**config.mk**
```make
export PLATFORM = sky130hd
export DESIGN_NAME = sstf_disk_request_scheduler
export DESIGN_NICKNAME = d
export VERILOG_FILES = /design/src/design/sstf_pkg.sv /design/src/design/sstf_ram.sv /design/src/design/sstf_disk_request_scheduler.sv
export VERILOG_INCLUDE_DIRS = /design/src /design/src/design
export SDC_FILE = /design/constraint.sdc
export NUM_CORES = 1
export LEC_CHECK = 0
export ABC_AREA = 1
export BUFFER_PORTS_ARGS = -buffer_cell sky130_fd_sc_hd__buf_4
export CAP_MARGIN = 15
export CORE_ASPECT_RATIO = 0.8
export CORE_MARGIN = 4
export CORE_UTILIZATION = 65
export CTS_CLUSTER_SIZE = 24
export DETAILED_ROUTE_END_ITERATION = 7
export PLACE_DENSITY = 0.82
export SKIP_CTS_REPAIR_TIMING = 1
export SLEW_MARGIN = 20
export SYNTH_ARGS = -nofsm -noshare
export SYNTH_HDL_FRONTEND = slang
export SYNTH_SLANG_ARGS = --single-unit
```
**constraint.sdc**
```tcl
create_clock -name clk -period 12.6 [get_ports clk]
set_input_delay 2.52 -clock clk [delete_from_list [all_inputs] [get_ports clk]]
set_output_delay 2.52 -clock clk [all_outputs]
set_load 0.01 [all_outputs]
```
**src/design/sstf_disk_request_scheduler_defines.svh**
```systemverilog
// ----------------------------------------------------------------------------
// SSTF disk request scheduler assertion macros
// Shared concurrent assertion forms, clocked by clk and held off during reset.
// ----------------------------------------------------------------------------
`ifndef SSTF_DISK_REQUEST_SCHEDULER_DEFINES_SVH
`define SSTF_DISK_REQUEST_SCHEDULER_DEFINES_SVH

// The consequent must hold in the same cycle as the antecedent.
`define SSTF_ASSERT_IMPL(lbl, ante, cons) \
    lbl: assert property (@(posedge clk) disable iff (!rst_n) (ante) |-> (cons)) \
        else $error("sstf scheduler assertion failed");

// The consequent must hold in the cycle after the antecedent.
`define SSTF_ASSERT_NEXT(lbl, ante, cons) \
    lbl: assert property (@(posedge clk) disable iff (!rst_n) (ante) |=> (cons)) \
        else $error("sstf scheduler assertion failed");

`endif

```
**src/design/sstf_pkg.sv**
```systemverilog
// ----------------------------------------------------------------------------
// SSTF scheduler package
// Sizes, register indexes and status codes shared by the scheduler files.
// ----------------------------------------------------------------------------
package sstf_pkg;

    localparam int QUEUE_DEPTH    = 16;
    localparam int MAX_REQUESTERS = 16;
    localparam int TRACK_BITS     = 16;
    localparam int REQ_BITS       = 4;
    localparam int CFG_BITS       = 5;
    localparam int STATUS_BITS    = 2;

    localparam int SLOT_BITS  = (QUEUE_DEPTH > 1) ? $clog2(QUEUE_DEPTH) : 1;
    localparam int CNT_BITS   = $clog2(QUEUE_DEPTH + 1);
    localparam int LIVE_BITS  = $clog2(MAX_REQUESTERS + 1);
    localparam int ENTRY_BITS = REQ_BITS + TRACK_BITS;

    typedef logic [STATUS_BITS-1:0] status_t;

    localparam status_t STATUS_ACCEPTED = 2'd0;
    localparam status_t STATUS_SERVED   = 2'd1;
    localparam status_t STATUS_BUSY     = 2'd2;
    localparam status_t STATUS_INVALID  = 2'd3;

    localparam logic REG_QUEUE_CAPACITY  = 1'b0;
    localparam logic REG_REQUESTER_COUNT = 1'b1;

    localparam logic MODE_SUBMIT = 1'b0;
    localparam logic MODE_FINISH = 1'b1;

endpackage

```
**src/design/sstf_ram.sv**
```systemverilog
// ----------------------------------------------------------------------------
// SSTF generic RAM
// Single write port, single read port, read data registered.
// ----------------------------------------------------------------------------
module sstf_ram #(
    parameter int WIDTH = 8,
    parameter int DEPTH = 16
) (
    input  logic                                      clk,
    input  logic                                      we,
    input  logic [((DEPTH > 1) ? $clog2(DEPTH) : 1)-1:0] waddr,
    input  logic [WIDTH-1:0]                          wdata,
    input  logic [((DEPTH > 1) ? $clog2(DEPTH) : 1)-1:0] raddr,
    output logic [WIDTH-1:0]                          rdata
);

    logic [WIDTH-1:0] mem [DEPTH];

    always_ff @(posedge clk)
    begin
        if (we)
        begin
            mem[waddr] <= wdata;
        end
        rdata <= mem[raddr];
    end

endmodule

```
**src/design/sstf_disk_request_scheduler.sv**
```systemverilog
// ----------------------------------------------------------------------------
// SSTF disk request scheduler
// Bounded request queue that services the entry nearest the head track.
// ----------------------------------------------------------------------------
// Pulse start while busy is low to transfer one item; its single result
// appears for exactly one cycle with done high, and the receiver cannot
// stall it. Each item first walks the requester table to count live
// requesters, then decides; a result that services nothing follows the
// decision. When a request is serviced, the queued entries are then read
// one per cycle through the read port of the entry memory and compared
// against the head track. Busy drops in the cycle the result shows.
// ----------------------------------------------------------------------------
`include "sstf_disk_request_scheduler_defines.svh"

module sstf_disk_request_scheduler (
    input  logic                             clk,
    input  logic                             rst_n,
    input  logic                             start,
    output logic                             busy,
    input  logic                             mode,
    input  logic [sstf_pkg::REQ_BITS-1:0]    requester,
    input  logic [sstf_pkg::TRACK_BITS-1:0]  track,
    input  logic                             cfg_we,
    input  logic                             cfg_index,
    input  logic [sstf_pkg::CFG_BITS-1:0]    cfg_wdata,
    output logic                             done,
    output sstf_pkg::status_t                status,
    output logic [sstf_pkg::REQ_BITS-1:0]    served_requester,
    output logic [sstf_pkg::TRACK_BITS-1:0]  served_track,
    output logic                             all_done
);

    localparam logic [2:0] S_IDLE   = 3'd0;
    localparam logic [2:0] S_LIVE   = 3'd1;
    localparam logic [2:0] S_DECIDE = 3'd2;
    localparam logic [2:0] S_SCAN   = 3'd3;
    localparam logic [2:0] S_SERVE  = 3'd4;

    localparam int QD  = sstf_pkg::QUEUE_DEPTH;
    localparam int MR  = sstf_pkg::MAX_REQUESTERS;
    localparam int SB  = sstf_pkg::SLOT_BITS;
    localparam int CB  = sstf_pkg::CNT_BITS;
    localparam int LB  = sstf_pkg::LIVE_BITS;
    localparam int RB  = sstf_pkg::REQ_BITS;
    localparam int TB  = sstf_pkg::TRACK_BITS;
    localparam int FB  = sstf_pkg::CFG_BITS;
    localparam int EB  = sstf_pkg::ENTRY_BITS;

    function automatic logic [CB-1:0] eff_cap_f(input logic [FB-1:0] cap,
                                                 input logic [LB-1:0] live);
        logic [CB-1:0] cap_sat;
        if (cap == '0)
        begin
            cap_sat = CB'(1);
        end
        else if (int'(cap) > QD)
        begin
            cap_sat = CB'(QD);
        end
        else
        begin
            cap_sat = CB'(cap);
        end
        if (int'(live) < int'(cap_sat))
        begin
            return CB'(live);
        end
        return cap_sat;
    endfunction

    // Control state.
    logic [2:0]          state_reg, state_next;
    logic [FB-1:0]       queue_capacity_reg, queue_capacity_next;
    logic [FB-1:0]       requester_count_reg, requester_count_next;
    logic [QD-1:0]       slot_valid_reg, slot_valid_next;
    logic [MR-1:0]       pending_reg, pending_next;
    logic [MR-1:0]       finished_reg, finished_next;
    logic [TB-1:0]       head_track_reg, head_track_next;
    logic [CB-1:0]       queue_count_reg, queue_count_next;
    logic [RB-1:0]       live_idx_reg, live_idx_next;
    logic [LB-1:0]       live_cnt_reg, live_cnt_next;
    logic [CB-1:0]       rd_idx_reg, rd_idx_next;
    logic                cmp_vld_reg, cmp_vld_next;
    logic                found_reg, found_next;
    logic                done_reg, done_next;

    // Payload.
    logic                mode_reg, mode_next;
    logic [RB-1:0]       who_reg, who_next;
    logic [TB-1:0]       track_reg, track_next;
    logic [SB-1:0]       cmp_idx_reg, cmp_idx_next;
    logic [SB-1:0]       best_slot_reg, best_slot_next;
    logic [RB-1:0]       best_who_reg, best_who_next;
    logic [TB-1:0]       best_track_reg, best_track_next;
    logic [TB-1:0]       best_dist_reg, best_dist_next;
    sstf_pkg::status_t   status_reg, status_next;
    logic [RB-1:0]       served_requester_reg, served_requester_next;
    logic [TB-1:0]       served_track_reg, served_track_next;
    logic                all_done_reg, all_done_next;

    // Decision and scan helpers.
    logic [LB-1:0]       participants;
    logic                free_found;
    logic [SB-1:0]       free_slot;
    logic [CB-1:0]       eff_cap;
    logic [CB-1:0]       count_after;
    logic [LB-1:0]       live_after;
    sstf_pkg::status_t   decide_status;
    logic                ram_we;
    logic [EB-1:0]       ram_rdata;
    logic [TB-1:0]       rd_track;
    logic [RB-1:0]       rd_who;
    logic [TB-1:0]       rd_dist;

    assign participants = (int'(requester_count_reg) > MR) ? LB'(MR)
                                                           : LB'(requester_count_reg);
    assign eff_cap = eff_cap_f(queue_capacity_reg, live_cnt_reg);
    assign rd_who   = ram_rdata[EB-1:TB];
    assign rd_track = ram_rdata[TB-1:0];
    assign rd_dist  = (rd_track >= head_track_reg) ? (rd_track - head_track_reg)
                                                   : (head_track_reg - rd_track);

    always_comb
    begin
        free_found = 1'b0;
        free_slot  = '0;
        for (int i = QD - 1; i >= 0; i--)
        begin
            if (!slot_valid_reg[i])
            begin
                free_found = 1'b1;
                free_slot  = SB'(i);
            end
        end
    end

    sstf_ram #(
        .WIDTH (EB),
        .DEPTH (QD)
    ) u_entry_ram (
        .clk   (clk),
        .we    (ram_we),
        .waddr (free_slot),
        .wdata ({who_reg, track_reg}),
        .raddr (rd_idx_reg[SB-1:0]),
        .rdata (ram_rdata)
    );

    always_comb
    begin
        state_next            = state_reg;
        queue_capacity_next   = queue_capacity_reg;
        requester_count_next  = requester_count_reg;
        slot_valid_next       = slot_valid_reg;
        pending_next          = pending_reg;
        finished_next         = finished_reg;
        head_track_next       = head_track_reg;
        queue_count_next      = queue_count_reg;
        live_idx_next         = live_idx_reg;
        live_cnt_next         = live_cnt_reg;
        rd_idx_next           = rd_idx_reg;
        cmp_vld_next          = 1'b0;
        found_next            = found_reg;
        done_next             = 1'b0;
        mode_next             = mode_reg;
        who_next              = who_reg;
        track_next            = track_reg;
        cmp_idx_next          = cmp_idx_reg;
        best_slot_next        = best_slot_reg;
        best_who_next         = best_who_reg;
        best_track_next       = best_track_reg;
        best_dist_next        = best_dist_reg;
        status_next           = status_reg;
        served_requester_next = served_requester_reg;
        served_track_next     = served_track_reg;
        all_done_next         = all_done_reg;
        ram_we                = 1'b0;
        count_after           = queue_count_reg;
        live_after            = live_cnt_reg;
        decide_status         = sstf_pkg::STATUS_ACCEPTED;

        if (cfg_we)
        begin
            unique case (cfg_index)
                sstf_pkg::REG_QUEUE_CAPACITY:  queue_capacity_next  = cfg_wdata;
                sstf_pkg::REG_REQUESTER_COUNT: requester_count_next = cfg_wdata;
                default: ;
            endcase
        end

        unique case (state_reg)
            S_IDLE:
            begin
                if (start)
                begin
                    mode_next     = mode;
                    who_next      = requester;
                    track_next    = track;
                    live_idx_next = '0;
                    live_cnt_next = '0;
                    state_next    = S_LIVE;
                end
            end
            S_LIVE:
            begin
                if (LB'(live_idx_reg) < participants && !finished_reg[live_idx_reg])
                begin
                    live_cnt_next = live_cnt_reg + LB'(1);
                end
                if (live_idx_reg == RB'(MR - 1))
                begin
                    state_next = S_DECIDE;
                end
                else
                begin
                    live_idx_next = live_idx_reg + RB'(1);
                end
            end
            S_DECIDE:
            begin
                if (!(LB'(who_reg) < participants) || finished_reg[who_reg])
                begin
                    decide_status = sstf_pkg::STATUS_INVALID;
                end
                else if (mode_reg == sstf_pkg::MODE_SUBMIT)
                begin
                    if (pending_reg[who_reg] || queue_count_reg >= eff_cap || !free_found)
                    begin
                        decide_status = sstf_pkg::STATUS_BUSY;
                    end
                    else
                    begin
                        ram_we                   = 1'b1;
                        slot_valid_next[free_slot] = 1'b1;
                        pending_next[who_reg]    = 1'b1;
                        count_after              = queue_count_reg + CB'(1);
                    end
                end
                else
                begin
                    finished_next[who_reg] = 1'b1;
                    live_after             = live_cnt_reg - LB'(1);
                end
                queue_count_next = count_after;
                live_cnt_next    = live_after;
                if (decide_status == sstf_pkg::STATUS_ACCEPTED && count_after != '0
                    && count_after >= eff_cap_f(queue_capacity_reg, live_after))
                begin
                    rd_idx_next = '0;
                    found_next  = 1'b0;
                    state_next  = S_SCAN;
                end
                else
                begin
                    status_next           = decide_status;
                    served_requester_next = '0;
                    served_track_next     = '0;
                    all_done_next         = (count_after == '0) && (live_after == '0);
                    done_next             = 1'b1;
                    state_next            = S_IDLE;
                end
            end
            S_SCAN:
            begin
                if (cmp_vld_reg && slot_valid_reg[cmp_idx_reg])
                begin
                    if (!found_reg || rd_dist < best_dist_reg)
                    begin
                        found_next      = 1'b1;
                        best_slot_next  = cmp_idx_reg;
                        best_who_next   = rd_who;
                        best_track_next = rd_track;
                        best_dist_next  = rd_dist;
                    end
                end
                if (rd_idx_reg < CB'(QD))
                begin
                    cmp_vld_next = 1'b1;
                    cmp_idx_next = rd_idx_reg[SB-1:0];
                    rd_idx_next  = rd_idx_reg + CB'(1);
                end
                else
                begin
                    state_next = S_SERVE;
                end
            end
            S_SERVE:
            begin
                if (found_reg)
                begin
                    slot_valid_next[best_slot_reg] = 1'b0;
                    pending_next[best_who_reg]     = 1'b0;
                    queue_count_next               = queue_count_reg - CB'(1);
                    head_track_next                = best_track_reg;
                    status_next                    = sstf_pkg::STATUS_SERVED;
                    served_requester_next          = best_who_reg;
                    served_track_next              = best_track_reg;
                    all_done_next = (queue_count_reg == CB'(1)) && (live_cnt_reg == '0);
                end
                else
                begin
                    status_next           = sstf_pkg::STATUS_ACCEPTED;
                    served_requester_next = '0;
                    served_track_next     = '0;
                    all_done_next         = (queue_count_reg == '0) && (live_cnt_reg == '0);
                end
                done_next  = 1'b1;
                state_next = S_IDLE;
            end
            default:
            begin
                state_next = S_IDLE;
            end
        endcase
    end

    always_ff @(posedge clk or negedge rst_n)
    begin
        if (!rst_n)
        begin
            state_reg           <= S_IDLE;
            queue_capacity_reg  <= FB'(QD);
            requester_count_reg <= FB'(MR);
            slot_valid_reg      <= '0;
            pending_reg         <= '0;
            finished_reg        <= '0;
            head_track_reg      <= '0;
            queue_count_reg     <= '0;
            live_idx_reg        <= '0;
            live_cnt_reg        <= '0;
            rd_idx_reg          <= '0;
            cmp_vld_reg         <= 1'b0;
            found_reg           <= 1'b0;
            done_reg            <= 1'b0;
        end
        else
        begin
            state_reg           <= state_next;
            queue_capacity_reg  <= queue_capacity_next;
            requester_count_reg <= requester_count_next;
            slot_valid_reg      <= slot_valid_next;
            pending_reg         <= pending_next;
            finished_reg        <= finished_next;
            head_track_reg      <= head_track_next;
            queue_count_reg     <= queue_count_next;
            live_idx_reg        <= live_idx_next;
            live_cnt_reg        <= live_cnt_next;
            rd_idx_reg          <= rd_idx_next;
            cmp_vld_reg         <= cmp_vld_next;
            found_reg           <= found_next;
            done_reg            <= done_next;
        end
    end

    always_ff @(posedge clk)
    begin
        mode_reg             <= mode_next;
        who_reg              <= who_next;
        track_reg            <= track_next;
        cmp_idx_reg          <= cmp_idx_next;
        best_slot_reg        <= best_slot_next;
        best_who_reg         <= best_who_next;
        best_track_reg       <= best_track_next;
        best_dist_reg        <= best_dist_next;
        status_reg           <= status_next;
        served_requester_reg <= served_requester_next;
        served_track_reg     <= served_track_next;
        all_done_reg         <= all_done_next;
    end

    assign busy             = (state_reg != S_IDLE);
    assign done             = done_reg;
    assign status           = status_reg;
    assign served_requester = served_requester_reg;
    assign served_track     = served_track_reg;
    assign all_done         = all_done_reg;

    `SSTF_ASSERT_IMPL(a_count_matches_valid, state_reg == S_IDLE, $countones(slot_valid_reg) == int'(queue_count_reg))
    `SSTF_ASSERT_NEXT(a_transfer_goes_busy, start && !busy, busy && !done)
    `SSTF_ASSERT_IMPL(a_unserved_result_zero, done && status != sstf_pkg::STATUS_SERVED, served_requester == '0 && served_track == '0)

endmodule

```
==> qor.csv, run 1 <==
metric,value,unit
status,completed,
Syn Nets,2273,
setup violators final,0,
post-synthesis instance total,2161,
htree depth,2,
Post-synth EDFFs,408,
clk_lat worst skew,0.61,ns
DR iter-0 viols,1937,
largest net degree at the start of global routing,112,
gr usage total,0.288,
die area,0.0397,mm^2
Via Count,16850,
Slowest cell on crit path,nand2_1,
synthesized area,0.0237,mm^2
largest register by flop count,u_entry_ram.mem,
"Hold Vio Cnt, Final",0,
r2r startpoint,requester_count_reg[2],
"Top FF cell, synth",edfxtp_1,
period utilisation layout,0.495,
pre-CTS setup slack,6.39,ns
fin crit period,6.24,ns
I/O pin count,56,
hold_ws,0.438,ns
Final HPWL DP,35.1,mm
Worst Hold Depth,0,
sequential share of the synthesized area,0.637,
Setup CP Type,reg2reg,
number of vias per cell,6.19,
FMAX,160,MHz
Setup TNS,0,ns
antenna fix cells,0,
max FFs per register,320,
slack of the critical path,6.36,ns
Die Wd,222,um
Async SR Flop Fraction,0.188,
area delta synth->final,10.7,%
Netlist cell types,52,
Largest regs,"u_entry_ram.mem x320, u_entry_ram.rdata x20",
first-pass GRT wire length,89.3,mm
layout net count,2314,
routed len/inst,21.3,um
DRT antenna net count,0,
Register-to-Register Path Depth,29,
CTS root buffer,clkbuf_16,
vias in the first global route,16056,
sequential cell area,0.0151,mm^2
"Top cell by count, worst path",nand2_1,
Peak VDD IR,0.148,mV
Slew @ Worst Pin,1.08,ns
Reg2Reg Capture Point,served_track[9],
starting density of the core,0.660,
"CTS clk-pin slew, worst paths",0.06,ns
die height,179,um
drt pass-1 iters,6,
gr ovfl total,0,
Multi-input gate area,0.00755,mm^2
clk_skew,0.0466,ns
Hold EP,best_track_reg[15],
data arrival time of the worst path,6.44,ns
#FFs+latches synth,527,
WL final,58.0,mm
row cnt,62,
CTS max path bufs,3,
CTS tree,done,
Max Slew Vio Count,0,
Final GP Congestion,0.941,
slew margin rel.,0.281,
port bufs,55,
RSZ-0062 raised after global routing,false,
Critical Path RT,12.80,ns
CP Capture Type,flip-flop,
DR DRC count,0,
FF-to-FF setup slack,6.36,ns
total clock sinks,527,
layout cells sized above 1,0.0870,
crit start category,flip-flop,
largest stage delay on the critical path,0.79,ns
Hold Crit Start,u_entry_ram.rdata[15],
Syn. warnings,0,
Max Cap Viol,0,
CP Max Fanout,23,
Leakage,0.0101,uW
worst min-delay path class,reg2reg,
core area,0.0360,mm^2
Fillers,2377,
Power Dens Cells,203,mW/mm^2
synthesized area per cell,11.0,um^2
CTS buffer count,50,
antenna violations before repair,1,
[cells in the mapped netlist (all sizes together) (3+ instances only)]
library cell	number	area, um^2
xor2	15	131
a21o	3	22.5
or2	3	18.8
nand3	67	365
a21oi	74	370
dfrtp	97	2430
o32ai	47	412
o211ai	13	97.6
o21ai	224	1120
o22ai	3	18.8
buf	23	131
o31ai	14	105
a31o	6	52.6
dfxtp	20	400
xnor2	6	52.6
clkbuf	59	221
nand4	9	56.3
mux2i	36	360
o221ai	37	324
inv	220	826
nand2	315	1200
ha	79	988
edfxtp	408	12300
o21bai	21	158
nor3	11	55.1
a31oi	35	219
nor2	293	1120
[cell usage in the layout (no fill, tap or decap), types with 15 or more instances in the layout]
| cell type | count |
|---|---|
| o32ai_1 | 47 |
| dfrtp_1 | 95 |
| nor2_4 | 16 |
| nand2_1 | 308 |
| o21ai_0 | 204 |
| edfxtp_1 | 408 |
| nor2_1 | 272 |
| a21oi_1 | 74 |
| inv_1 | 213 |
| xor2_1 | 15 |
| ha_1 | 79 |
| clkbuf_16 | 50 |
| o21bai_1 | 21 |
| a31oi_1 | 35 |
| nand3_1 | 64 |
| o221ai_1 | 37 |
| o21ai_1 | 20 |
| buf_4 | 71 |
| dfxtp_1 | 20 |
| mux2i_1 | 36 |
[report_power, final]
part | internal, uW | leakage (uW) | switching, uW | total (uW)
Clock | 838 | 0.000789 | 654 | 1490
Combinational | 468 | 0.00412 | 941 | 1410
Sequential | 2190 | 0.00520 | 235 | 2430
[layer usage]
layer,vias up,wire length [um],GRT usage
met5,-,13,0
met4,2,1220,0.0749
met3,105,5070,0.0512
met2,845,27700,0.471
met1,8187,24100,0.408
li1,7711,-,-
[worst max-delay path: cells and delay by family (launching register included)]
kind / cells / cell delay (ns)
flops: 1 / 0.40
fa+ha+maj: 3 / 0.93
buf+inv: 2 / 0.15
simple gates: 13 / 2.47
xor+xnor: 1 / 0.25
compound gates: 10 / 1.63
[cell families after synthesis]
logic type	Yosys count	share of synthesized area
compound gates	491	0.127
fa+ha+maj	81	0.0433
buf+inv	304	0.0500
flops	527	0.637
mux	36	0.0152
xor+xnor	21	0.00775
simple gates	701	0.120
[final cells by class]
cell class	instances	share of cell area
inverter	222	0.0317
clock buffer	63	0.0506
clock inverter	29	0.0117
tap	480	0.0228
timing repair buffer	71	0.0203
sequential	527	0.576
multi-input combinational	1330	0.287
[worst max-delay path by stage]
stage,cells after the start,end,start,slack (ns)
finish,29,served_track[9],requester_count_reg[2],6.36
global route,29,served_requester[0],requester_count_reg[2],5.75
CTS,29,served_requester[0],requester_count_reg[2],6.38
detailed placement,29,served_track[2],requester_count_reg[2],6.39
global placement,29,served_track[0],requester_count_reg[2],6.68
floorplan,30,all_done,requester_count_reg[2],7.44
[per-stage QoR]
step            util  cells  area, um^2  power, uW
2_1_floorplan      -   2161       23700       3380
3_3_place_gp   0.685   2630       24700       3770
3_5_place_dp   0.685   2630       24700       3840
4_1_cts        0.731   2722       26300       5320
5_1_grt        0.731   2722       26300       5610
6_report       0.731   2722       26300       5330
Power figures use the tool's default switching activity.
==> run 2: changes to the inputs <==
--- a/config.mk
+++ b/config.mk
@@ -11,10 +11,10 @@
 export CAP_MARGIN = 15
 export CORE_ASPECT_RATIO = 0.8
 export CORE_MARGIN = 4
-export CORE_UTILIZATION = 65
+export CORE_UTILIZATION = 63
 export CTS_CLUSTER_SIZE = 24
 export DETAILED_ROUTE_END_ITERATION = 7
-export PLACE_DENSITY = 0.82
+export PLACE_DENSITY = 0.8
 export SKIP_CTS_REPAIR_TIMING = 1
 export SLEW_MARGIN = 20
 export SYNTH_ARGS = -nofsm -noshare
==> constraint.sdc (replaced) <==
create_clock -name clk -period 6.5 [get_ports clk]
set_input_delay 1.3 -clock clk [delete_from_list [all_inputs] [get_ports clk]]
set_output_delay 1.3 -clock clk [all_outputs]
set_load 0.01 [all_outputs]
==> run 2 against run 1 <==
- clock power up 98%
- largest power group unchanged
- combinational power is 92% higher
- cell count up 0.81%
- first-iteration DRC count shrank 5.2%
- critical endpoint is now served_requester[1]
- cell area increased by 0.20%
- count of clock-buffer cells in the layout decreased by 3
- sequential power is 94% higher
- register-to-register slack lost 5.7 ns
- clock skew is 0.010 ns lower
- via count is 0.88% lower
- sequential cell count did not move
- non-clock buffer count up 16
==> qor.csv, run 2 (synthesis results as in run 1) <==
metric,value,unit,change
largest net degree at the start of global routing,104,,was 112
Leakage,0.0102,uW,was 0.0101 uW
"commonest non-fill, non-tap cells in the layout","edfxtp_1, nand2_1, nor2_1, inv_1, o21ai_0",,unchanged
Setup TNS,0,ns,unchanged
worst min-delay path class,reg2reg,,unchanged
routed len/inst,21.1,um,was 21.3 um
sequential share of power,0.454,,was 0.455
largest register by flop count,u_entry_ram.mem,,unchanged
"Hold Vio Cnt, Final",0,,unchanged
CTS buffer count,49,,was 50
slew margin rel.,0.297,,was 0.281
clk_skew,0.0366,ns,was 0.0466 ns
Max Cap Viol,0,,unchanged
DRT antenna net count,0,,unchanged
"CTS clk-pin slew, worst paths",0.06,ns,about the same
die height,182,um,was 179 um
Via Count,16702,,"was 16,850"
"Top cell by count, worst path",nand2_1,,unchanged
die area,0.0409,mm^2,was 0.0397 mm^2
port bufs,55,,unchanged
fin crit period,5.85,ns,was 6.24 ns
"commonest non-fill, non-tap cell in the layout",edfxtp_1,,unchanged
WL final,57.8,mm,was 58.0 mm
vias in the first global route,15847,,"was 16,056"
Final GP Congestion,0.929,,was 0.941
DR iter-0 viols,1836,,"was 1,937"
layout net count,2329,,"was 2,314"
Cell Int Power,6830,uW,was 3500 uW
CTS tree,done,,unchanged
Slew @ Worst Pin,1.05,ns,was 1.08 ns
crit start category,flip-flop,,unchanged
gr ovfl total,0,,unchanged
CP Capture Type,flip-flop,,unchanged
Setup CP Type,reg2reg,,unchanged
Sw Pwr,3540,uW,was 1830 uW
Worst Hold Depth,0,,unchanged
drt pass-1 iters,6,,unchanged
Max Slew Vio Count,0,,unchanged
Final Cell Area,0.0263,mm^2,about the same
max FFs per register,320,,unchanged
logic gate share of total power,0.261,,was 0.265
htree depth,2,,unchanged
largest stage delay on the critical path,0.46,ns,was 0.79 ns
area delta synth->final,11.0,%,was 10.7%
Final HPWL DP,35.3,mm,was 35.1 mm
placed inst area,0.0247,mm^2,about the same
Largest regs,"u_entry_ram.mem x320, u_entry_ram.rdata x20",,unchanged
first-pass GRT wire length,88.9,mm,was 89.3 mm
CP Max Fanout,23,,unchanged
Peak VDD IR,0.287,mV,was 0.148 mV
CTS root buffer,clkbuf_16,,unchanged
I/O pin count,56,,unchanged
antenna fix cells,0,,unchanged
starting density of the core,0.640,,was 0.660
antenna violations before repair,5,,was 1
clk_lat worst skew,0.60,ns,was 0.61 ns
gr usage total,0.280,,was 0.288
Power Dens Cells,394,mW/mm^2,was 203 mW/mm^2
DR DRC count,0,,unchanged
sw frac,0.342,,was 0.343
layout cells sized above 1,0.0957,,was 0.0870
Critical Path RT,6.74,ns,was 12.80 ns
core area,0.0371,mm^2,was 0.0360 mm^2
number of vias per cell,6.09,,was 6.19
FMAX,171,MHz,was 160 MHz
RSZ-0062 raised after global routing,false,,unchanged
CTS max path bufs,3,,unchanged
total clock sinks,527,,unchanged
clock share of power,0.284,,was 0.280
Slowest cell on crit path,o41ai_1,,was nand2_1
Register-to-Register Path Depth,30,,was 29
Die Wd,225,um,was 222 um
data arrival time of the worst path,6.09,ns,was 6.44 ns
Tot Pwr,10400,uW,was 5330 uW
row cnt,63,,was 62
period utilisation layout,0.900,,was 0.495
status,completed,,unchanged
setup violators final,0,,unchanged
-- run 2: power by group through the flow --
stage | registers [uW] | clock network, uW | logic [uW]
2_1_floorplan | 4580 | 0 | 1980
3_3_place_gp | 4740 | 0 | 2570
3_5_place_dp | 4760 | 0 | 2670
4_1_cts | 4710 | 2990 | 2690
5_1_grt | 4760 | 3130 | 3060
6_report | 4710 | 2950 | 2710
-- run 2: worst max-delay path, delay by kind of cell (launching register included) --
kind	cells	cell delay [ns]
AO/OA/AOI/OAI	10	1.65
buffers and inverters	3	0.50
XOR/XNOR	1	0.26
AND/OR/NAND/NOR	13	1.81
adder cells (fa/ha/maj)	3	0.93
flip-flops	1	0.39
-- run 2: area by class of cell --
cell class                 count  area (um^2)
sequential                   527        15100
fill                        2593        10800
multi-input combinational   1330         7470
clock buffer                  60         1300
inverter                     222          835
timing repair buffer          87          653
tap                          487          609
clock inverter                31          344
-- run 2: path summary, 6_finish.rpt --
| kind | slack [ns] | startpoint | end |
|---|---|---|---|
| setup / recovery | 0.65 | requester_count_reg[2] | served_requester[1] |
| max in group asynchronous | 4.52 | rst_n | rd_idx_reg[0] |
| setup reg to reg | 0.65 | requester_count_reg[2] | served_requester[1] |
| hold / removal | 0.41 | u_entry_ram.rdata[16] | best_who_reg[0] |
| min in group asynchronous | 0.63 | rst_n | head_track_reg[1] |
| hold reg to reg | 0.41 | u_entry_ram.rdata[16] | best_who_reg[0] |
-- run 2: per-layer routing --
metal  GRT usage  vias to the layer above  routed length, um
li1            -                     7737                  -
met1       0.413                     8079              24900
met2       0.424                      756              26100
met3      0.0582                      122               5220
met4      0.0855                        8               1520
met5           0                        -                 51
-- run 2: metrics by stage --
step | setup slack (ns) | util | hold WS [ns] | std cells
6_report | 0.653 | 0.710 | 0.406 | 2744
5_1_grt | 0.274 | 0.710 | 0.411 | 2744
4_1_cts | 0.730 | 0.710 | 0.406 | 2744
3_5_place_dp | 0.735 | 0.665 | 0.393 | 2653
3_3_place_gp | 1.04 | 0.665 | 0.393 | 2653
2_1_floorplan | 1.34 | - | 0.386 | 2161
==> run 3: changes to the inputs <==
--- a/config.mk
+++ b/config.mk
@@ -8,7 +8,6 @@
 export LEC_CHECK = 0
 export ABC_AREA = 1
 export BUFFER_PORTS_ARGS = -buffer_cell sky130_fd_sc_hd__buf_4
-export CAP_MARGIN = 15
 export CORE_ASPECT_RATIO = 0.8
 export CORE_MARGIN = 4
 export CORE_UTILIZATION = 63
@@ -19,4 +18,5 @@
 export SLEW_MARGIN = 20
 export SYNTH_ARGS = -nofsm -noshare
 export SYNTH_HDL_FRONTEND = slang
+export SYNTH_HIERARCHICAL = 1
 export SYNTH_SLANG_ARGS = --single-unit
==> constraint.sdc (replaced) <==
create_clock -name clk -period 5.6 [get_ports clk]
set_input_delay 1.12 -clock clk [delete_from_list [all_inputs] [get_ports clk]]
set_output_delay 1.12 -clock clk [all_outputs]
set_load 0.01 [all_outputs]
==> run 3 against run 2 <==
- clock power increased by 19%
- core utilization decreased by 0.15 points
- non-clock buffer count increased by 4
- maximum frequency increased by 14%
- synthesized area increased by 6.2%
- largest cell class unchanged
==> qor.csv, run 3 <==
metric,value,unit,change
number of vias per cell,5.71,,was 6.09
Setup TNS,0,ns,unchanged
antenna violations before repair,0,,was 5
"commonest non-fill, non-tap cell in the layout",nand2_1,,was edfxtp_1
starting density of the core,0.639,,was 0.640
clk_lat worst skew,0.56,ns,was 0.60 ns
largest area contributor in the synthesized netlist,edfxtp_1,,unchanged
placed inst area,0.0262,mm^2,was 0.0247 mm^2
Max Slew Vio Count,0,,unchanged
Die Wd,232,um,was 225 um
FMAX,194,MHz,was 171 MHz
Critical Path RT,5.85,ns,was 6.74 ns
period utilisation layout,0.919,,was 0.900
layout net count,2801,,"was 2,329"
Max Cap Viol,0,,unchanged
"commonest non-fill, non-tap cells in the layout","nand2_1, inv_1, edfxtp_1, nand3_1, o21ai_0",,"was edfxtp_1, nand2_1, nor2_1, inv_1, o21ai_0"
hold_ws,0.412,ns,was 0.406 ns
"Hold Vio Cnt, Final",0,,unchanged
Slowest cell on crit path,dfstp_2,,was o41ai_1
DR iter-0 viols,2475,,"was 1,836"
I/O pin count,56,,unchanged
die height,187,um,was 182 um
top-area cell type share of the netlist area,0.486,,was 0.516
CTS tree,done,,unchanged
Final GP Congestion,0.918,,was 0.929
Syn. warnings,6,,was 0
final non-filler cell total,3266,,"was 2,744"
WL final,60.9,mm,was 57.8 mm
Syn Nets,2743,,"was 2,273"
gr usage total,0.281,,was 0.280
antenna fix cells,0,,unchanged
Async SR Flop Fraction,0.188,,unchanged
Slew @ Worst Pin,1.04,ns,was 1.05 ns
total clock sinks,527,,unchanged
die area,0.0433,mm^2,was 0.0409 mm^2
Final HPWL DP,39.2,mm,was 35.3 mm
Setup CP Type,reg2reg,,unchanged
data arrival time of the worst path,5.40,ns,was 6.09 ns
#FFs+latches synth,527,,unchanged
Largest regs,"u_entry_ram/mem x320, u_entry_ram/rdata x20",,"was u_entry_ram.mem x320, u_entry_ram.rdata x20"
gr ovfl total,0,,unchanged
htree depth,2,,unchanged
Leakage,0.0123,uW,was 0.0102 uW
layout cells sized above 1,0.0810,,was 0.0957
"Top cell by count, worst path",nand2_1,,unchanged
largest stage delay on the critical path,0.54,ns,was 0.46 ns
synthesized area,0.0252,mm^2,was 0.0237 mm^2
crit start category,flip-flop,,unchanged
Power Dens Cells,441,mW/mm^2,was 394 mW/mm^2
Peak VDD IR,0.371,mV,was 0.287 mV
CTS max path bufs,3,,unchanged
fin crit period,5.15,ns,was 5.85 ns
clk_skew,0.0157,ns,was 0.0366 ns
CP Capture Type,flip-flop,,unchanged
status,completed,,unchanged
DR DRC count,0,,unchanged
max FFs per register,320,,unchanged
drt pass-1 iters,8,,was 6
top area cells in the synthesized netlist,"edfxtp_1, nand2_1, dfrtp_1, inv_1, nand3_1",,"was edfxtp_1, dfrtp_1, nand2_1, nor2_1, o21ai_0"
synthesized area per cell,9.59,um^2,was 11.0 um^2
slew margin rel.,0.307,,was 0.297
placed cell count,3172,,"was 2,653"
Post-synth EDFFs,408,,unchanged
largest net degree at the start of global routing,92,,was 104
CTS root buffer,clkbuf_16,,unchanged
vias in the first global route,18146,,"was 15,847"
CTS buffer count,51,,was 49
DRT antenna net count,0,,unchanged
"CTS clk-pin slew, worst paths",0.06,ns,about the same
Final Cell Area,0.0279,mm^2,was 0.0263 mm^2
port bufs,55,,unchanged
setup violators final,0,,unchanged
Synth top cells by count,"nand2_1, inv_1, edfxtp_1, nand3_1, o21ai_0",,"was edfxtp_1, nand2_1, nor2_1, inv_1, o21ai_0"
core area,0.0394,mm^2,was 0.0371 mm^2
routed len/inst,18.7,um,was 21.1 um
CP Max Fanout,23,,unchanged
worst min-delay path class,reg2reg,,unchanged
"Top FF cell, synth",edfxtp_1,,unchanged
first-pass GRT wire length,97.1,mm,was 88.9 mm
RSZ-0062 raised after global routing,false,,unchanged
Tot Pwr,12300,uW,"was 10,400 uW"
row cnt,65,,was 63
Netlist cell types,57,,was 52
post-synthesis instance total,2631,,"was 2,161"
largest register by flop count,u_entry_ram/mem,,was u_entry_ram.mem
Via Count,18643,,"was 16,702"
sequential share of the synthesized area,0.600,,was 0.637
top-count cell post-synth,nand2_1,,was edfxtp_1
area delta synth->final,10.8,%,was 11.0%
[run 3: cell count changes after synthesis, sizes merged, moves of 17 or more]
cell    previous run  this run
o21a               2        19
o32ai             47         0
o221ai            37         1
nand3             67       297
buf               23        59
mux2i             36         9
clkbuf            59        27
inv              220       458
nand2            315       696
o21ai            224       143
a31oi             35         3
nor2             293       117
[run 3: path summary, 6_finish.rpt]
check / start / endpoint / slack (ns) / cells after the start
min reg2reg: u_entry_ram/rdata[17] / best_who_reg[1] / 0.41 / 0
max in group asynchronous: rst_n / queue_capacity_reg[4] / 3.83 / 2
min: u_entry_ram/rdata[17] / best_who_reg[1] / 0.41 / 0
max: queue_capacity_reg[4] / served_track[3] / 0.45 / 33
min in group asynchronous: rst_n / head_track_reg[5] / 0.68 / 1
max reg2reg: queue_capacity_reg[4] / served_track[3] / 0.45 / 33
[run 3: per-stage QoR]
step / util / setup WS, ns
floorplan: - / 0.779
global placement: 0.664 / 0.545
detailed placement: 0.664 / 0.330
CTS: 0.708 / 0.316
global route: 0.708 / 0.0340
finish: 0.708 / 0.453
[run 3: report_power, final]
part           total, uW  internal [uW]  switching [uW]
Sequential          5360           4830             530
Combinational       3440           1170            2270
Clock               3520           2100            1420
[run 3: area by class of cell]
class	instances	area, um^2
repair buffers	91	741
clock inverters	27	309
multi-input cells	1559	7930
well taps	536	671
clock buffers	67	1420
fillers	2757	11500
inverters	459	1730
flip-flops and latches	527	15100
[run 3: cells by family (layout without fill, tap and decap cells)]
kind of cell,Yosys count,after routing,share of synthesized area
flip-flops,527,527,0.600
AO/OA/AOI/OAI,295,295,0.0671
XOR/XNOR,23,23,0.00829
AND/OR/NAND/NOR,1151,1151,0.193
multiplexers,9,9,0.00357
buffers and inverters,545,644,0.0877
adder cells (fa/ha/maj),81,81,0.0408
[run 3: layer usage]
layer | vias to the layer above | share of wire | wire [um] | global-route usage
met5 | - | 0 | 0 | 0
met4 | 0 | 0.029 | 1770 | 0.0880
met3 | 121 | 0.10 | 6240 | 0.0413
met2 | 995 | 0.46 | 27800 | 0.434
met1 | 8810 | 0.41 | 25100 | 0.418
li1 | 8717 | - | - | -
[run 3: worst max-delay path, delay by kind of cell, from the launching register on]
family	cells	cell delay (ns)
DFF	1	0.54
and+or+nand+nor	19	2.01
adders and majority gates	3	0.82
buffers and inverters	4	0.42
AOI/OAI and AO/OA	7	1.02
